**src/design/wmpm_pkg.sv**
```systemverilog
// ----------------------------------------------------------------------------
// Wildcard matcher package
// Shared sizes, command and result types, character folding and the
// star-closure helper used by the wildcard pattern matcher.
// ----------------------------------------------------------------------------
package wmpm_pkg;

  localparam int PATTERNS      = 8;
  localparam int PATTERN_CHARS = 32;

  localparam int SLOT_W  = (PATTERNS > 1) ? $clog2(PATTERNS) : 1;
  localparam int POS_W   = (PATTERN_CHARS > 1) ? $clog2(PATTERN_CHARS) : 1;
  localparam int LEN_W   = $clog2(PATTERN_CHARS + 1);
  localparam int VEC_W   = PATTERN_CHARS + 1;
  localparam int USE_W   = 4;
  localparam int FIRST_W = 3;

  localparam int QUEUE_DEPTH = 4;
  localparam int Q_PTR_W     = $clog2(QUEUE_DEPTH);
  localparam int Q_CNT_W     = Q_PTR_W + 1;

  localparam int CFG_ADDR_W = 3;
  localparam int CFG_DATA_W = 32;
  localparam logic REG_PATTERNS_IN_USE = 1'b0;

  localparam logic [7:0] STAR_CHAR = 8'h2A;
  localparam logic [7:0] ANY_CHAR  = 8'h3F;

  typedef enum logic [1:0] {
    ACT_CHAR = 2'd0,
    ACT_LEN  = 2'd1,
    ACT_TEXT = 2'd2
  } action_t;

  typedef enum logic [1:0] {
    CMD_CHAR = 2'd0,
    CMD_LEN  = 2'd1,
    CMD_TEXT = 2'd2
  } cmd_kind_t;

  // One stored pattern character, already classified and case folded.
  typedef struct packed {
    logic       star;
    logic       any;
    logic [7:0] ch;
  } pchar_t;

  typedef struct packed {
    cmd_kind_t          kind;
    logic [SLOT_W-1:0]  slot;
    logic [POS_W-1:0]   idx;
    logic [LEN_W-1:0]   len;
    pchar_t             pch;
    logic               has_sym;
    logic               last;
  } cmd_t;

  typedef struct packed {
    logic               matched;
    logic [FIRST_W-1:0] first;
  } res_t;

  function automatic logic [7:0] fold_case(input logic [7:0] c);
    logic [7:0] f;
    f = c;
    if (c >= 8'h41 && c <= 8'h5A) begin
      f = c + 8'h20;
    end
    return f;
  endfunction

  // Reached stars also reach every position up to the end of their run.
  // The add ripples a carry through each run of stars that holds a
  // reached position and drops it on the first non-star position.
  function automatic logic [VEC_W-1:0] star_closure(input logic [VEC_W-1:0] reach,
                                                    input logic [VEC_W-1:0] star);
    logic [VEC_W-1:0] run;
    run = (reach & star) + star;
    return reach | (run ^ star);
  endfunction

endpackage

```
**src/design/wmpm_front.sv**
```systemverilog
// ----------------------------------------------------------------------------
// Wildcard matcher front end
// Accepts input beats, drops the ones with no effect and turns the rest
// into classified commands for the queue.
// ----------------------------------------------------------------------------
module wmpm_front (
  input  logic                 in_valid,
  input  logic [1:0]           in_action,
  input  logic [2:0]           in_pattern_slot,
  input  logic [5:0]           in_position,
  input  logic [7:0]           in_symbol,
  input  logic                 in_has_symbol,
  input  logic                 in_last,
  output logic                 in_stall,
  input  logic                 q_full,
  output logic                 q_push,
  output wmpm_pkg::cmd_t       q_cmd
);

  logic keep;
  logic slot_ok;
  logic pos_ok;

  assign slot_ok = int'(in_pattern_slot) < wmpm_pkg::PATTERNS;
  assign pos_ok  = int'(in_position) < wmpm_pkg::PATTERN_CHARS;

  always_comb begin
    q_cmd         = '0;
    keep          = 1'b0;
    q_cmd.slot    = wmpm_pkg::SLOT_W'(in_pattern_slot);
    q_cmd.idx     = in_position[wmpm_pkg::POS_W-1:0];
    // saturate lengths to the table width
    q_cmd.len     = (int'(in_position) > wmpm_pkg::PATTERN_CHARS) ?
                    wmpm_pkg::LEN_W'(wmpm_pkg::PATTERN_CHARS) :
                    wmpm_pkg::LEN_W'(in_position);
    q_cmd.pch.ch  = wmpm_pkg::fold_case(in_symbol);
    q_cmd.has_sym = in_has_symbol;
    q_cmd.last    = in_last;
    case (in_action)
      wmpm_pkg::ACT_CHAR: begin
        q_cmd.kind     = wmpm_pkg::CMD_CHAR;
        q_cmd.pch.star = (in_symbol == wmpm_pkg::STAR_CHAR);
        q_cmd.pch.any  = (in_symbol == wmpm_pkg::ANY_CHAR);
        keep           = slot_ok && pos_ok;
      end
      wmpm_pkg::ACT_LEN: begin
        q_cmd.kind = wmpm_pkg::CMD_LEN;
        keep       = slot_ok;
      end
      wmpm_pkg::ACT_TEXT: begin
        q_cmd.kind = wmpm_pkg::CMD_TEXT;
        keep       = 1'b1;
      end
      default: begin
        keep = 1'b0;
      end
    endcase
  end

  assign in_stall = q_full;
  assign q_push   = in_valid && !q_full && keep;

endmodule

```
**src/design/wmpm_fifo.sv**
```systemverilog
// ----------------------------------------------------------------------------
// Wildcard matcher command queue
// Short FIFO of classified commands between the front and back ends.
// ----------------------------------------------------------------------------
module wmpm_fifo (
  input  logic            clk,
  input  logic            rst_n,
  input  logic            push,
  input  wmpm_pkg::cmd_t  push_cmd,
  output logic            full,
  input  logic            pop,
  output logic            head_valid,
  output wmpm_pkg::cmd_t  head
);

  wmpm_pkg::cmd_t                  entry_q [wmpm_pkg::QUEUE_DEPTH];
  logic [wmpm_pkg::Q_PTR_W-1:0]    wr_ptr_r;
  logic [wmpm_pkg::Q_PTR_W-1:0]    rd_ptr_r;
  logic [wmpm_pkg::Q_CNT_W-1:0]    count_r;
  logic [wmpm_pkg::Q_CNT_W-1:0]    count_nxt;

  assign full       = (count_r == wmpm_pkg::Q_CNT_W'(wmpm_pkg::QUEUE_DEPTH));
  assign head_valid = (count_r != '0);
  assign head       = entry_q[rd_ptr_r];

  always_comb begin
    count_nxt = count_r;
    if (push && !pop) begin
      count_nxt = count_r + 1'b1;
    end else if (pop && !push) begin
      count_nxt = count_r - 1'b1;
    end
  end

  always_ff @(posedge clk) begin
    if (!rst_n) begin
      wr_ptr_r <= '0;
      rd_ptr_r <= '0;
      count_r  <= '0;
    end else begin
      count_r <= count_nxt;
      if (push) begin
        wr_ptr_r <= wr_ptr_r + 1'b1;
      end
      if (pop) begin
        rd_ptr_r <= rd_ptr_r + 1'b1;
      end
    end
  end

  always_ff @(posedge clk) begin
    if (push) begin
      entry_q[wr_ptr_r] <= push_cmd;
    end
  end

endmodule

```
**src/design/wmpm_back.sv**
```systemverilog
// ----------------------------------------------------------------------------
// Wildcard matcher back end
// Executes queued commands: pattern table writes, and a slot-by-slot pass
// over the position vectors for each text beat, with the result register.
// ----------------------------------------------------------------------------
module wmpm_back (
  input  logic                          clk,
  input  logic                          rst_n,
  input  logic                          head_valid,
  input  wmpm_pkg::cmd_t                head,
  output logic                          pop,
  input  logic [wmpm_pkg::USE_W-1:0]    used_cfg,
  output logic                          out_valid,
  input  logic                          out_stall,
  output wmpm_pkg::res_t                res
);

  typedef struct packed {
    logic [7:0] fc;
    logic       has_sym;
    logic       last;
    logic       fresh;
  } text_t;

  localparam int VW = wmpm_pkg::VEC_W;
  localparam int SW = wmpm_pkg::SLOT_W;

  // pattern table, one row per slot
  wmpm_pkg::pchar_t [wmpm_pkg::PATTERN_CHARS-1:0] pat_mem [wmpm_pkg::PATTERNS];
  wmpm_pkg::pchar_t [wmpm_pkg::PATTERN_CHARS-1:0] row_rd_r;

  logic [wmpm_pkg::LEN_W-1:0] len_r   [wmpm_pkg::PATTERNS];
  logic [VW-1:0]              reach_r [wmpm_pkg::PATTERNS];

  // issue sequencer
  logic          busy_r;
  logic [SW-1:0] cnt_r;
  text_t         txt_r;
  logic          in_text_r;
  logic          res_pend_r;
  logic          text_ok;
  logic          start;
  logic          wr_char;
  logic          wr_len;
  logic          iss_valid;
  logic [SW-1:0] iss_slot;
  text_t         iss_txt;

  // stage A: row read back, effective vector
  logic                       a_valid_r;
  logic [SW-1:0]              a_slot_r;
  text_t                      a_txt_r;
  logic [wmpm_pkg::LEN_W-1:0] a_len_r;
  logic [VW-1:0]              a_star;
  logic [VW-1:0]              a_match;
  logic [VW-1:0]              a_eff;

  // stage B: step and closure
  logic                       b_valid_r;
  logic [SW-1:0]              b_slot_r;
  text_t                      b_txt_r;
  logic [wmpm_pkg::LEN_W-1:0] b_len_r;
  logic [VW-1:0]              b_eff_r;
  logic [VW-1:0]              b_star_r;
  logic [VW-1:0]              b_match_r;
  logic [VW-1:0]              b_step;
  logic [VW-1:0]              b_vec;
  logic                       b_hit;
  logic                       b_prior;
  logic                       found_r;
  logic                       found_nxt;
  logic [SW-1:0]              first_r;
  logic [SW-1:0]              first_nxt;
  logic                       res_fire;

  logic                       out_valid_r;
  wmpm_pkg::res_t             res_r;

  // ---------------------------------------------------------------- issue
  // Hold a final beat until no result is in flight and the output frees up.
  assign text_ok = !head.last || (!res_pend_r && (!out_valid_r || !out_stall));
  assign start   = !busy_r && head_valid && (head.kind == wmpm_pkg::CMD_TEXT) && text_ok;
  assign wr_char = !busy_r && head_valid && (head.kind == wmpm_pkg::CMD_CHAR);
  assign wr_len  = !busy_r && head_valid && (head.kind == wmpm_pkg::CMD_LEN);
  assign pop     = start || wr_char || wr_len;

  assign iss_valid = start || busy_r;
  assign iss_slot  = busy_r ? cnt_r : '0;

  always_comb begin
    if (busy_r) begin
      iss_txt = txt_r;
    end else begin
      iss_txt.fc      = head.pch.ch;
      iss_txt.has_sym = head.has_sym;
      iss_txt.last    = head.last;
      iss_txt.fresh   = !in_text_r;
    end
  end

  always_ff @(posedge clk) begin
    if (!rst_n) begin
      busy_r     <= 1'b0;
      cnt_r      <= '0;
      in_text_r  <= 1'b0;
      res_pend_r <= 1'b0;
    end else begin
      if (start) begin
        busy_r    <= (wmpm_pkg::PATTERNS > 1);
        cnt_r     <= SW'(1);
        in_text_r <= !head.last;
      end else if (busy_r) begin
        cnt_r <= cnt_r + 1'b1;
        if (cnt_r == SW'(wmpm_pkg::PATTERNS - 1)) begin
          busy_r <= 1'b0;
        end
      end
      if (start && head.last) begin
        res_pend_r <= 1'b1;
      end else if (res_fire) begin
        res_pend_r <= 1'b0;
      end
    end
  end

  always_ff @(posedge clk) begin
    if (start) begin
      txt_r <= iss_txt;
    end
  end

  // pattern table: element write, registered row read
  always_ff @(posedge clk) begin
    if (wr_char) begin
      pat_mem[head.slot][head.idx] <= head.pch;
    end
    if (iss_valid) begin
      row_rd_r <= pat_mem[iss_slot];
    end
  end

  always_ff @(posedge clk) begin
    if (!rst_n) begin
      for (int s = 0; s < wmpm_pkg::PATTERNS; s++) begin
        len_r[s] <= '0;
      end
    end else if (wr_len) begin
      len_r[head.slot] <= head.len;
    end
  end

  // ---------------------------------------------------------------- stage A
  always_comb begin
    a_star  = '0;
    a_match = '0;
    for (int i = 0; i < wmpm_pkg::PATTERN_CHARS; i++) begin
      if (wmpm_pkg::LEN_W'(i) < a_len_r) begin
        a_star[i]  = row_rd_r[i].star;
        a_match[i] = row_rd_r[i].any ||
                     (!row_rd_r[i].star && (row_rd_r[i].ch == a_txt_r.fc));
      end
    end
    // a new text starts at position zero plus the stars behind it
    if (a_txt_r.fresh) begin
      a_eff = wmpm_pkg::star_closure(VW'(1), a_star);
    end else begin
      a_eff = reach_r[a_slot_r];
    end
  end

  always_ff @(posedge clk) begin
    if (!rst_n) begin
      a_valid_r <= 1'b0;
      b_valid_r <= 1'b0;
    end else begin
      a_valid_r <= iss_valid;
      b_valid_r <= a_valid_r;
    end
  end

  always_ff @(posedge clk) begin
    a_slot_r  <= iss_slot;
    a_txt_r   <= iss_txt;
    a_len_r   <= len_r[iss_slot];
    b_slot_r  <= a_slot_r;
    b_txt_r   <= a_txt_r;
    b_len_r   <= a_len_r;
    b_eff_r   <= a_eff;
    b_star_r  <= a_star;
    b_match_r <= a_match;
  end

  // ---------------------------------------------------------------- stage B
  assign b_step  = (b_eff_r & b_star_r) | ((b_eff_r & b_match_r) << 1);
  // an empty item inside a text leaves the vector as it stands
  assign b_vec   = b_txt_r.has_sym ? wmpm_pkg::star_closure(b_step, b_star_r) :
                   b_txt_r.last    ? wmpm_pkg::star_closure(b_eff_r, b_star_r) :
                   b_eff_r;
  assign b_hit   = b_vec[b_len_r] && (int'(b_slot_r) < int'(used_cfg));
  assign b_prior = (b_slot_r == '0) ? 1'b0 : found_r;

  assign found_nxt = b_prior || b_hit;
  assign first_nxt = (b_hit && !b_prior) ? b_slot_r :
                     ((b_slot_r == '0) ? '0 : first_r);
  assign res_fire  = b_valid_r && b_txt_r.last &&
                     (b_slot_r == SW'(wmpm_pkg::PATTERNS - 1));

  always_ff @(posedge clk) begin
    if (b_valid_r) begin
      reach_r[b_slot_r] <= b_vec;
    end
  end

  always_ff @(posedge clk) begin
    if (!rst_n) begin
      found_r     <= 1'b0;
      first_r     <= '0;
      out_valid_r <= 1'b0;
    end else begin
      if (b_valid_r && b_txt_r.last) begin
        found_r <= found_nxt;
        first_r <= first_nxt;
      end
      if (res_fire) begin
        out_valid_r <= 1'b1;
      end else if (!out_stall) begin
        out_valid_r <= 1'b0;
      end
    end
  end

  always_ff @(posedge clk) begin
    if (res_fire) begin
      res_r.matched <= found_nxt;
      res_r.first   <= found_nxt ? wmpm_pkg::FIRST_W'(first_nxt) : '0;
    end
  end

  assign out_valid = out_valid_r;
  assign res       = res_r;

`ifndef ASSERT_OFF
  a_res_lands_free: assert property (@(posedge clk) disable iff (!rst_n)
    res_fire |-> !out_valid_r)
    else $error("result overwrote a pending output beat");

  a_res_expected: assert property (@(posedge clk) disable iff (!rst_n)
    res_fire |-> res_pend_r)
    else $error("result produced with no final beat in flight");

  a_no_pop_busy: assert property (@(posedge clk) disable iff (!rst_n)
    busy_r |-> !pop)
    else $error("command popped during a slot pass");

  a_first_zero: assert property (@(posedge clk) disable iff (!rst_n)
    (out_valid_r && !res_r.matched) |-> (res_r.first == '0))
    else $error("first slot nonzero without a match");
`endif

endmodule

```
**src/design/wildcard_multi_pattern_matcher.sv**
```systemverilog
// ----------------------------------------------------------------------------
// Wildcard multi-pattern matcher
// Case-insensitive glob matching of a streamed text against a table of
// patterns, reporting any match and the lowest matching slot.
// ----------------------------------------------------------------------------
// Usage:
//   Input channel (in_valid / in_stall): each beat is a pattern character
//   write, a pattern length write or a text byte / text end. A text beat with
//   in_last set ends a text and yields exactly one output beat.
//   Output channel (out_valid / out_stall): out_matched and
//   out_first_match_res; the slot reads 0 when nothing matched.
//   Config port (APB style, pready tied high): patterns_in_use at byte
//   address 0; write it only while the block is idle.
// Timing:
//   The back end performs table writes as they reach the queue head. A text
//   beat runs one issue per pattern slot, set by the single read port of the
//   pattern table that feeds one slot row per cycle. The result of a final
//   beat follows its slot issues through 2 stages, A and B, to the output register.
//   Beats are taken into a 4-entry queue while earlier work proceeds.
// Reset: clears lengths, config, queue and all control; pattern characters
//   stay undefined until written and need no clearing pass.
// Stall: a stalled result holds in the output register; the next final beat
//   waits in the queue until that register frees up.
// ----------------------------------------------------------------------------
module wildcard_multi_pattern_matcher (
  input  logic                              clk,
  input  logic                              rst_n,
  // config port
  input  logic                              psel,
  input  logic                              penable,
  input  logic                              pwrite,
  input  logic [wmpm_pkg::CFG_ADDR_W-1:0]   paddr,
  input  logic [wmpm_pkg::CFG_DATA_W-1:0]   pwdata,
  output logic [wmpm_pkg::CFG_DATA_W-1:0]   prdata,
  output logic                              pready,
  // input channel
  input  logic                              in_valid,
  output logic                              in_stall,
  input  logic [1:0]                        in_action,
  input  logic [2:0]                        in_pattern_slot,
  input  logic [5:0]                        in_position,
  input  logic [7:0]                        in_symbol,
  input  logic                              in_has_symbol,
  input  logic                              in_last,
  // result channel
  output logic                              out_valid,
  input  logic                              out_stall,
  output logic                              out_matched,
  output logic [2:0]                        out_first_match_res
);

  logic [wmpm_pkg::USE_W-1:0] patterns_in_use_r;
  logic                       cfg_wr;
  logic                       q_push;
  logic                       q_full;
  logic                       q_pop;
  logic                       q_head_valid;
  wmpm_pkg::cmd_t             q_cmd;
  wmpm_pkg::cmd_t             q_head;
  wmpm_pkg::res_t             res;

  // Config: one register; the byte offset bits do not select anything.
  assign pready = 1'b1;
  assign cfg_wr = psel && penable && pwrite && pready &&
                  (paddr[wmpm_pkg::CFG_ADDR_W-1] == wmpm_pkg::REG_PATTERNS_IN_USE);

  always_ff @(posedge clk) begin
    if (!rst_n) begin
      patterns_in_use_r <= '0;
    end else if (cfg_wr) begin
      patterns_in_use_r <= pwdata[wmpm_pkg::USE_W-1:0];
    end
  end

  assign prdata = (paddr[wmpm_pkg::CFG_ADDR_W-1] == wmpm_pkg::REG_PATTERNS_IN_USE) ?
                  wmpm_pkg::CFG_DATA_W'(patterns_in_use_r) : '0;

  // Classify beats and drop the ones with no effect.
  wmpm_front u_front (
    .in_valid        (in_valid),
    .in_action       (in_action),
    .in_pattern_slot (in_pattern_slot),
    .in_position     (in_position),
    .in_symbol       (in_symbol),
    .in_has_symbol   (in_has_symbol),
    .in_last         (in_last),
    .in_stall        (in_stall),
    .q_full          (q_full),
    .q_push          (q_push),
    .q_cmd           (q_cmd)
  );

  // Decouple the front from the slot passes of the back end.
  wmpm_fifo u_fifo (
    .clk        (clk),
    .rst_n      (rst_n),
    .push       (q_push),
    .push_cmd   (q_cmd),
    .full       (q_full),
    .pop        (q_pop),
    .head_valid (q_head_valid),
    .head       (q_head)
  );

  // Run table writes and per-slot vector updates; hold the result beat.
  wmpm_back u_back (
    .clk        (clk),
    .rst_n      (rst_n),
    .head_valid (q_head_valid),
    .head       (q_head),
    .pop        (q_pop),
    .used_cfg   (patterns_in_use_r),
    .out_valid  (out_valid),
    .out_stall  (out_stall),
    .res        (res)
  );

  assign out_matched         = res.matched;
  assign out_first_match_res = res.first;

endmodule

```
**config.mk**
```make
export PLATFORM = sky130hd
export DESIGN_NAME = wildcard_multi_pattern_matcher
export DESIGN_NICKNAME = d
export VERILOG_FILES = /design/src/design/wmpm_pkg.sv /design/src/design/wmpm_front.sv /design/src/design/wmpm_fifo.sv /design/src/design/wmpm_back.sv /design/src/design/wildcard_multi_pattern_matcher.sv
export SDC_FILE = /design/constraint.sdc
export NUM_CORES = 2
export LEC_CHECK = 0
export BUFFER_PORTS_ARGS = -buffer_cell sky130_fd_sc_hd__buf_2
export CORE_MARGIN = 1.5
export CORE_UTILIZATION = 40
export CTS_BUF_LIST = sky130_fd_sc_hd__clkbuf_4
export DETAILED_ROUTE_END_ITERATION = 12
export GPL_TIMING_DRIVEN = 0
export PLACE_DENSITY_LB_ADDON = 0.15
export SLEW_MARGIN = 10
export SYNTH_ARGS = -nofsm -noshare
export SYNTH_HDL_FRONTEND = slang
export SYNTH_SLANG_ARGS = --single-unit
```
**constraint.sdc**
```tcl
create_clock -name clk -period 12.5 [get_ports clk]
set_input_delay 2.5 -clock clk [delete_from_list [all_inputs] [get_ports clk]]
set_output_delay 2.5 -clock clk [all_outputs]
set_load 0.03 [all_outputs]
```
# Word-level counts from Yosys, hierarchy flattened
# Memories as Yosys holds them, arrays and structs flattened. A register that Yosys moved wholly into a read port is not among the register bits.
# Index checks and enable logic that the tools add are counted.
dict set report op_classes {
  add_sub_neg 9
  mul 0
  div_mod_pow 0
  order_cmp 40
  eq_ne 42
  shift 0
  muxes 76
  bitwise_logic 11
  reduce_logical 142
}
# operator count
set ops {}
lappend ops {{$mux W320} 1}
lappend ops {{$eq A8 B8 Y1} 32}
lappend ops {{$mux W33} 3}
lappend ops {{$or A33 B33 Y33} 3}
lappend ops {{$xor A33 B32 Y33} 3}
lappend ops {{$lt A5 B6 Y1 const A} 16}
lappend ops {{$add A33 B32 Y33} 2}
lappend ops {{$and A33 B32 Y33} 2}
lappend ops {{$mux W1} 53}
lappend ops {{$logic_and A1 B1 Y1} 52}
lappend ops {{$demux W10 S5} 1}
lappend ops {{$lt A4 B6 Y1 const A} 8}
lappend ops {{$logic_not A1 Y1} 42}
lappend ops {{$logic_or A1 B1 Y1} 38}
lappend ops {{$add A1 B32 Y33} 1}
lappend ops {{$and A32 B32 Y32} 1}
lappend ops {{$lt A3 B6 Y1 const A} 4}
lappend ops {{$mux W3} 6}
lappend ops {{$eq A8 B6 Y1 const B} 2}
lappend ops {{$lt A1 B6 Y1 const A} 2}
lappend ops {{$lt A2 B6 Y1 const A} 2}
lappend ops {{$mux W6} 2}
lappend ops {{$mux W11} 1}
lappend ops {{$mux W10} 1}
lappend ops {{other kinds (29)} 42}
dict set report word_totals {
  regBits 161
  latchBits 0
  ramBits 2984
  rom_bits 0
  input_bits 63
  output_inout_bits 39
  wordCells 388
  mem_count 4
}
# memory words word_bits read_ports rd_ports_with_merged_regs write_ports line
set memory_table {}
lappend memory_table {u_back.pat_mem 8 320 1 1 1 wmpm_back.sv:29} ;# wmpm_pkg::pchar_t [wmpm_pkg::PATTERN_CHARS-1:0] pat_mem [wmpm_pkg::PATTERNS];
lappend memory_table {u_back.reach_r 8 33 1 1 1 wmpm_back.sv:33} ;# logic [VW-1:0] reach_r [wmpm_pkg::PATTERNS];
lappend memory_table {u_fifo.entry_q 4 28 1 1 1 wmpm_fifo.sv:16} ;# wmpm_pkg::cmd_t entry_q [wmpm_pkg::QUEUE_DEPTH];
lappend memory_table {u_back.len_r 8 6 1 1 8 wmpm_back.sv:32} ;# logic [wmpm_pkg::LEN_W-1:0] len_r [wmpm_pkg::PATTERNS];

# Depth between registers and ports, before layout
dict set report logic_depth {
  depth_word 12
  mapped_depth 16
  ltp_nobuf 15
}

# Hierarchy
# From an unflattened synthesis, not the netlist that was laid out.
dict set report hier_totals {
  hier_cells 7633
  area_unflattened_um2 136294.5
}
# mod instances cells_per_inst area_each_um2 seq_area_each_um2
set by_module_without_submodules {}
lappend by_module_without_submodules {wmpm_back 1 7339 130948.1 99125.1}
lappend by_module_without_submodules {wmpm_fifo 1 189 4536.9 3543.4}
lappend by_module_without_submodules {wildcard_multi_pattern_matcher 1 54 429.2 80.1}
lappend by_module_without_submodules {wmpm_front 1 51 380.4 0.0}

# Least setup slack after synthesis
# No wires, ideal clock.
dict set report synth_path {
  path_kind {input -> register}
  from {input out_stall}
  to {register u_back.busy_r}
  setup_ns 0.076
  arrival_time_ns 8.433
  required_ns 12.424
  setup_slack_ns 3.991
  stages 8
  path_buffers 1
  path_cell_list {nand2_1 > nand2b_1 > a2111oi_0 > and2_1 > clkbuf_1 > or2_2 > and2_1 > a21boi_0}
}
dict set report synth_via {
  elab_chain_cells 6
}
# item line
set synth_lines {}
lappend synth_lines {{start, declared} wildcard_multi_pattern_matcher.sv:47} ;# input logic out_stall,
lappend synth_lines {{$logic_not A1 Y1} wmpm_back.sv:81} ;# assign text_ok = !head.last || (!res_pend_r && (!out_valid_r || !out_stall));
lappend synth_lines {{$logic_or A1 B1 Y1} wmpm_back.sv:81}
lappend synth_lines {{$logic_and A1 B1 Y1} wmpm_back.sv:81}
lappend synth_lines {{$logic_or A1 B1 Y1} wmpm_back.sv:81}
lappend synth_lines {{$logic_and A1 B1 Y1} wmpm_back.sv:82} ;# assign start = !busy_r && head_valid && (head.kind == wmpm_pkg::CMD_TEXT) && text_ok;
lappend synth_lines {{net u_back.start} wmpm_back.sv:42} ;# logic start;
lappend synth_lines {{$mux W1} wmpm_back.sv:108} ;# if (start) begin
lappend synth_lines {{end signal, assigned} wmpm_back.sv:109} ;# busy_r <= (wmpm_pkg::PATTERNS > 1);
lappend synth_lines {{end, declared} wmpm_back.sv:36} ;# logic busy_r;
# The timed path passes the listed nets, and every way through them passes these cells.
# A chain may end at the register's enable or synchronous reset.

# Worst setup path in the final report
dict set report layout_path {
  from {input paddr[2] (netlist bit)}
  to {output prdata[3] (netlist bit)}
}
dict set report layout_via {
  elab_chain_cells 1
}
# item line
set layout_lines {}
lappend layout_lines {{start, declared} wildcard_multi_pattern_matcher.sv:32} ;# input logic [wmpm_pkg::CFG_ADDR_W-1:0] paddr,
lappend layout_lines {{$mux W4} wildcard_multi_pattern_matcher.sv:75} ;# assign prdata = (paddr[wmpm_pkg::CFG_ADDR_W-1] == wmpm_pkg::REG_PATTERNS_IN_USE) ?
lappend layout_lines {{end, declared} wildcard_multi_pattern_matcher.sv:34} ;# output logic [wmpm_pkg::CFG_DATA_W-1:0] prdata,
# Every way passes these cells.

==> flow_metrics.py <==
metrics = {
    "job": {
        "max_cap_violations": 0,
    },
    "setup_path": {
        "crit_end": "prdata[3]",
        "crit_top_cell": "buf_2",
        "worstSetupStartpointType": "primary input",
        "path_class": "primary input to output port",
        "required_ns": 10.00,
        "crit_path_end_kind": "output port",
        "cp_slowest_cell": "buf_2",
        "crit_path_cell_trace": "buf_2 > nor2b_1 > buf_2",
        "startpoint": "paddr[2]",
        "cp_max_fo": 5,
        "r2r_end": "u_back.pat_mem[1][126]",
        "critPathArrivalTime_ns": 2.93,
        "crit_family": "buffers and inverters",
        "max_stage_delay_ns": 0.20,
        "worst-r2r-cell-count": 8,
        "crit_cells": 3,
        "critPathBufInv": 2,
        "reg2reg_slack_ns": 7.35,
    },
    "clocking": {
        "clk_latency_ns": 1.67,
        "cts_htree_levels": 6,
        "cts.reportedPaths.clkPinSlew_ns": 0.07,
        "post_cts_resized": 0,
        "cts.sinks": 3473,
        "clockBufferDepth": 4,
        "cts_made_buffers": 870,
        "cts_tree": "yes",
        "clockRootBuffer": "clkbuf_4",
        "cts_hold_buf": 0,
        "post-cts-setup-buffers": 0,
    },
    "synth": {
        "netlist.area_leader.share_pct": 73.1,
        "syn_area_sq_um": 136000,
        "ys_types": 113,
        "synth_top_area_cell": "edfxtp_1",
        "ys.flop_type": "edfxtp_1",
        "synthTopCellsByArea": "edfxtp_1 (73%), mux4_2 (6.8%), dfxtp_1 (2.3%)",
        "synthCells": 7662,
        "yosys_warnings": 0,
        "synth_edf_count": 3319,
        "async_flop_share_pct": 0,
        "yosys_register_bits": 3473,
        "synth.avg_cell_area_sq_um": 17.8,
        "ys_seq_area_share_pct": 75.3,
    },
    "power": {
        "p_sw_share_pct": 33.1,
        "p_leak_uw": 0.0497,
        "p_per_area_nw_per_um2": 206,
        "power.share.sequential_pct": 46.9,
        "power.share.clock_pct": 29.2,
        "power_uw": 32200,
        "switching_power_uw": 10700,
        "cell_internal_pwr_uw": 21600,
        "peakVddDrop_mv": 0.114,
        "p_comb_share_pct": 23.9,
    },
    "floorplanning": {
        "coreArea_sq_um": 340000,
        "initial_core_util_pct": 40.2,
        "fp-row-count": 214,
        "die_area_sq_um": 345000,
        "die_h_microns": 587,
        "ioPinCount": 102,
        "die_x_microns": 587,
    },
    "global_routing": {
        "antenna_found_initial": 31,
        "grt_pass1_vias": 80400,
        "grtUsageMet3_pct": 4.17,
        "grt.total_usage_pct": 23.5,
        "overflow": 0,
        "grt_use_met2_pct": 37.3,
        "grt_util_met1_pct": 32.4,
        "grt_busiest_layer": "met2",
        "grt_pass1_wl_microns": 581000,
        "grt_max_degree": 69,
    },
    "sta": {
        "skew_ns": 0.106,
        "slew_headroom_pct": 7.38,
        "setup_viol": 0,
        "final.period_utilization_pct": 43.4,
        "tns_ns": 0,
        "maxSlewViolCount": 0,
        "rsz0062_at_grt": "false",
        "post-route-min-period_ns": 5.43,
        "clock.fmax_mhz": 184,
        "worst-slew-pin-transition_ns": 1.39,
        "hold_violations": 0,
    },
    "worst_hold_path": {
        "holdCritPathClass": "flip-flop to flip-flop",
    },
    "placement": {
        "place_hpwl_microns": 278000,
        "gp_congestion": 0.920,
        "portBuffers": 42,
    },
    "detailed_routing": {
        "vias_per_cell": 5.70,
        "final_antenna_net_count": 0,
        "drt_iter0_markers": 8260,
        "num_vias": 79500,
        "drt-wirelength-per-cell_microns": 29.6,
        "wl_microns": 413000,
        "drt-pass1-iter-count": 5,
        "drc": 0,
    },
    "status": {
        "outcome": "complete, no violations",
    },
    "final_layout": {
        "layout_commonest_cell": "edfxtp_1",
        "syn2layout_area_growth_pct": 14.6,
        "final_net_count": 8808,
        "drive_gt1_share_pct": 23.0,
        "layout_common_cells": "edfxtp_1 (3319), clkbuf_4 (1250), nor2_1 (429), mux4_2 (404), clkbuf_1 (371)",
    },
}
metal layers:
layer	share of wire [%]	vias up
met1	43	41300
met4	3.4	2
met5	0.0031	-
li1	-	34200
met3	7.0	661
met2	47	3276
cells by family after synthesis:
kind of cell	share of synthesized area, %
AOI/OAI and AO/OA	10.0
xor gates and xnor gates	1.68
adders and majority gates	0.161
buffers and inverters	1.86
DFF	75.3
muxes	7.32
other	0.00551
and+or+nand+nor	3.65
cells in the mapped netlist (all sizes together) (28+ instances only):
library cell / number
clkbuf: 417
nand3: 59
xnor2: 225
o21a: 28
dfxtp: 154
xor2: 36
mux2i: 46
nor3: 54
inv: 54
and2: 36
o21ai: 85
nand2: 181
buf: 152
a22oi: 332
nor2: 438
a31oi: 28
a221oi: 331
a21o: 335
edfxtp: 3319
mux4: 414
a21oi: 80
nand4: 56
a41oi: 32
nor2b: 52
a211oi: 347
area by class of cell:
class                      count  area, sq um
fill                       30000       183000
sequential                  3473       103000
multi-input combinational   3593        31400
clock buffer                1248         9370
tap                         4536         5680
timing repair buffer         167         2960
buffer                       569         2420
clock inverter               291         1560
inverter                      54          203
antenna                       23         57.6
through the flow:
step           hold slack [ns]  utilization, %  setup slack, ns  std cells  cell area, sq um
2_1_floorplan            0.310               -             3.99       7689            137000
3_3_place_gp             0.325            41.9            0.821      12300            142000
3_5_place_dp             0.327            42.8             5.89      12400            145000
4_1_cts                  0.333            46.0             7.07      13900            156000
5_1_grt                  0.338            46.0             7.02      13900            156000
6_report                 0.329            46.1             7.07      14000            156000
how the worst min path moves through the flow:
stage / endpoint / start / cells past startpoint / slack (ns)
after detailed placement: u_back.b_txt_r[2] / u_back.a_txt_r[2] / 0 / 0.33
after global placement: u_back.b_txt_r[2] / u_back.a_txt_r[2] / 0 / 0.32
after CTS: u_back.b_txt_r[2] / u_back.a_txt_r[2] / 0 / 0.33
after floorplan: u_back.b_txt_r[1] / u_back.a_txt_r[1] / 0 / 0.31
final: u_back.b_txt_r[2] / u_back.a_txt_r[2] / 0 / 0.33
after global routing: u_back.b_txt_r[2] / u_back.a_txt_r[2] / 0 / 0.34
flip-flops by register name, summed over array words and instances, names as in the netlist, 4 cells and up, named ones only:
name,flops
u_back.pat_mem,2560
u_back.row_rd_r,320
u_back.reach_r,264
u_fifo.entry_q,112
u_back.len_r,48
u_back.b_eff_r,33
u_back.b_match_r,32
u_back.b_star_r,32
u_back.a_txt_r,11
u_back.txt_r,11
u_back.a_len_r,6
u_back.b_len_r,6
patterns_in_use_r,4
u_back.res,4
power by group through the flow:
stage / clock network, uW / logic (uW) / registers (uW)
2_1_floorplan: 0 / 3480 / 15400
3_3_place_gp: 0 / 6760 / 15900
3_5_place_dp: 0 / 7680 / 15300
4_1_cts: 9630 / 7700 / 15100
5_1_grt: 10200 / 8030 / 15100
6_report: 9400 / 7690 / 15100
No activity file was read; power rests on OpenSTA's default activity.
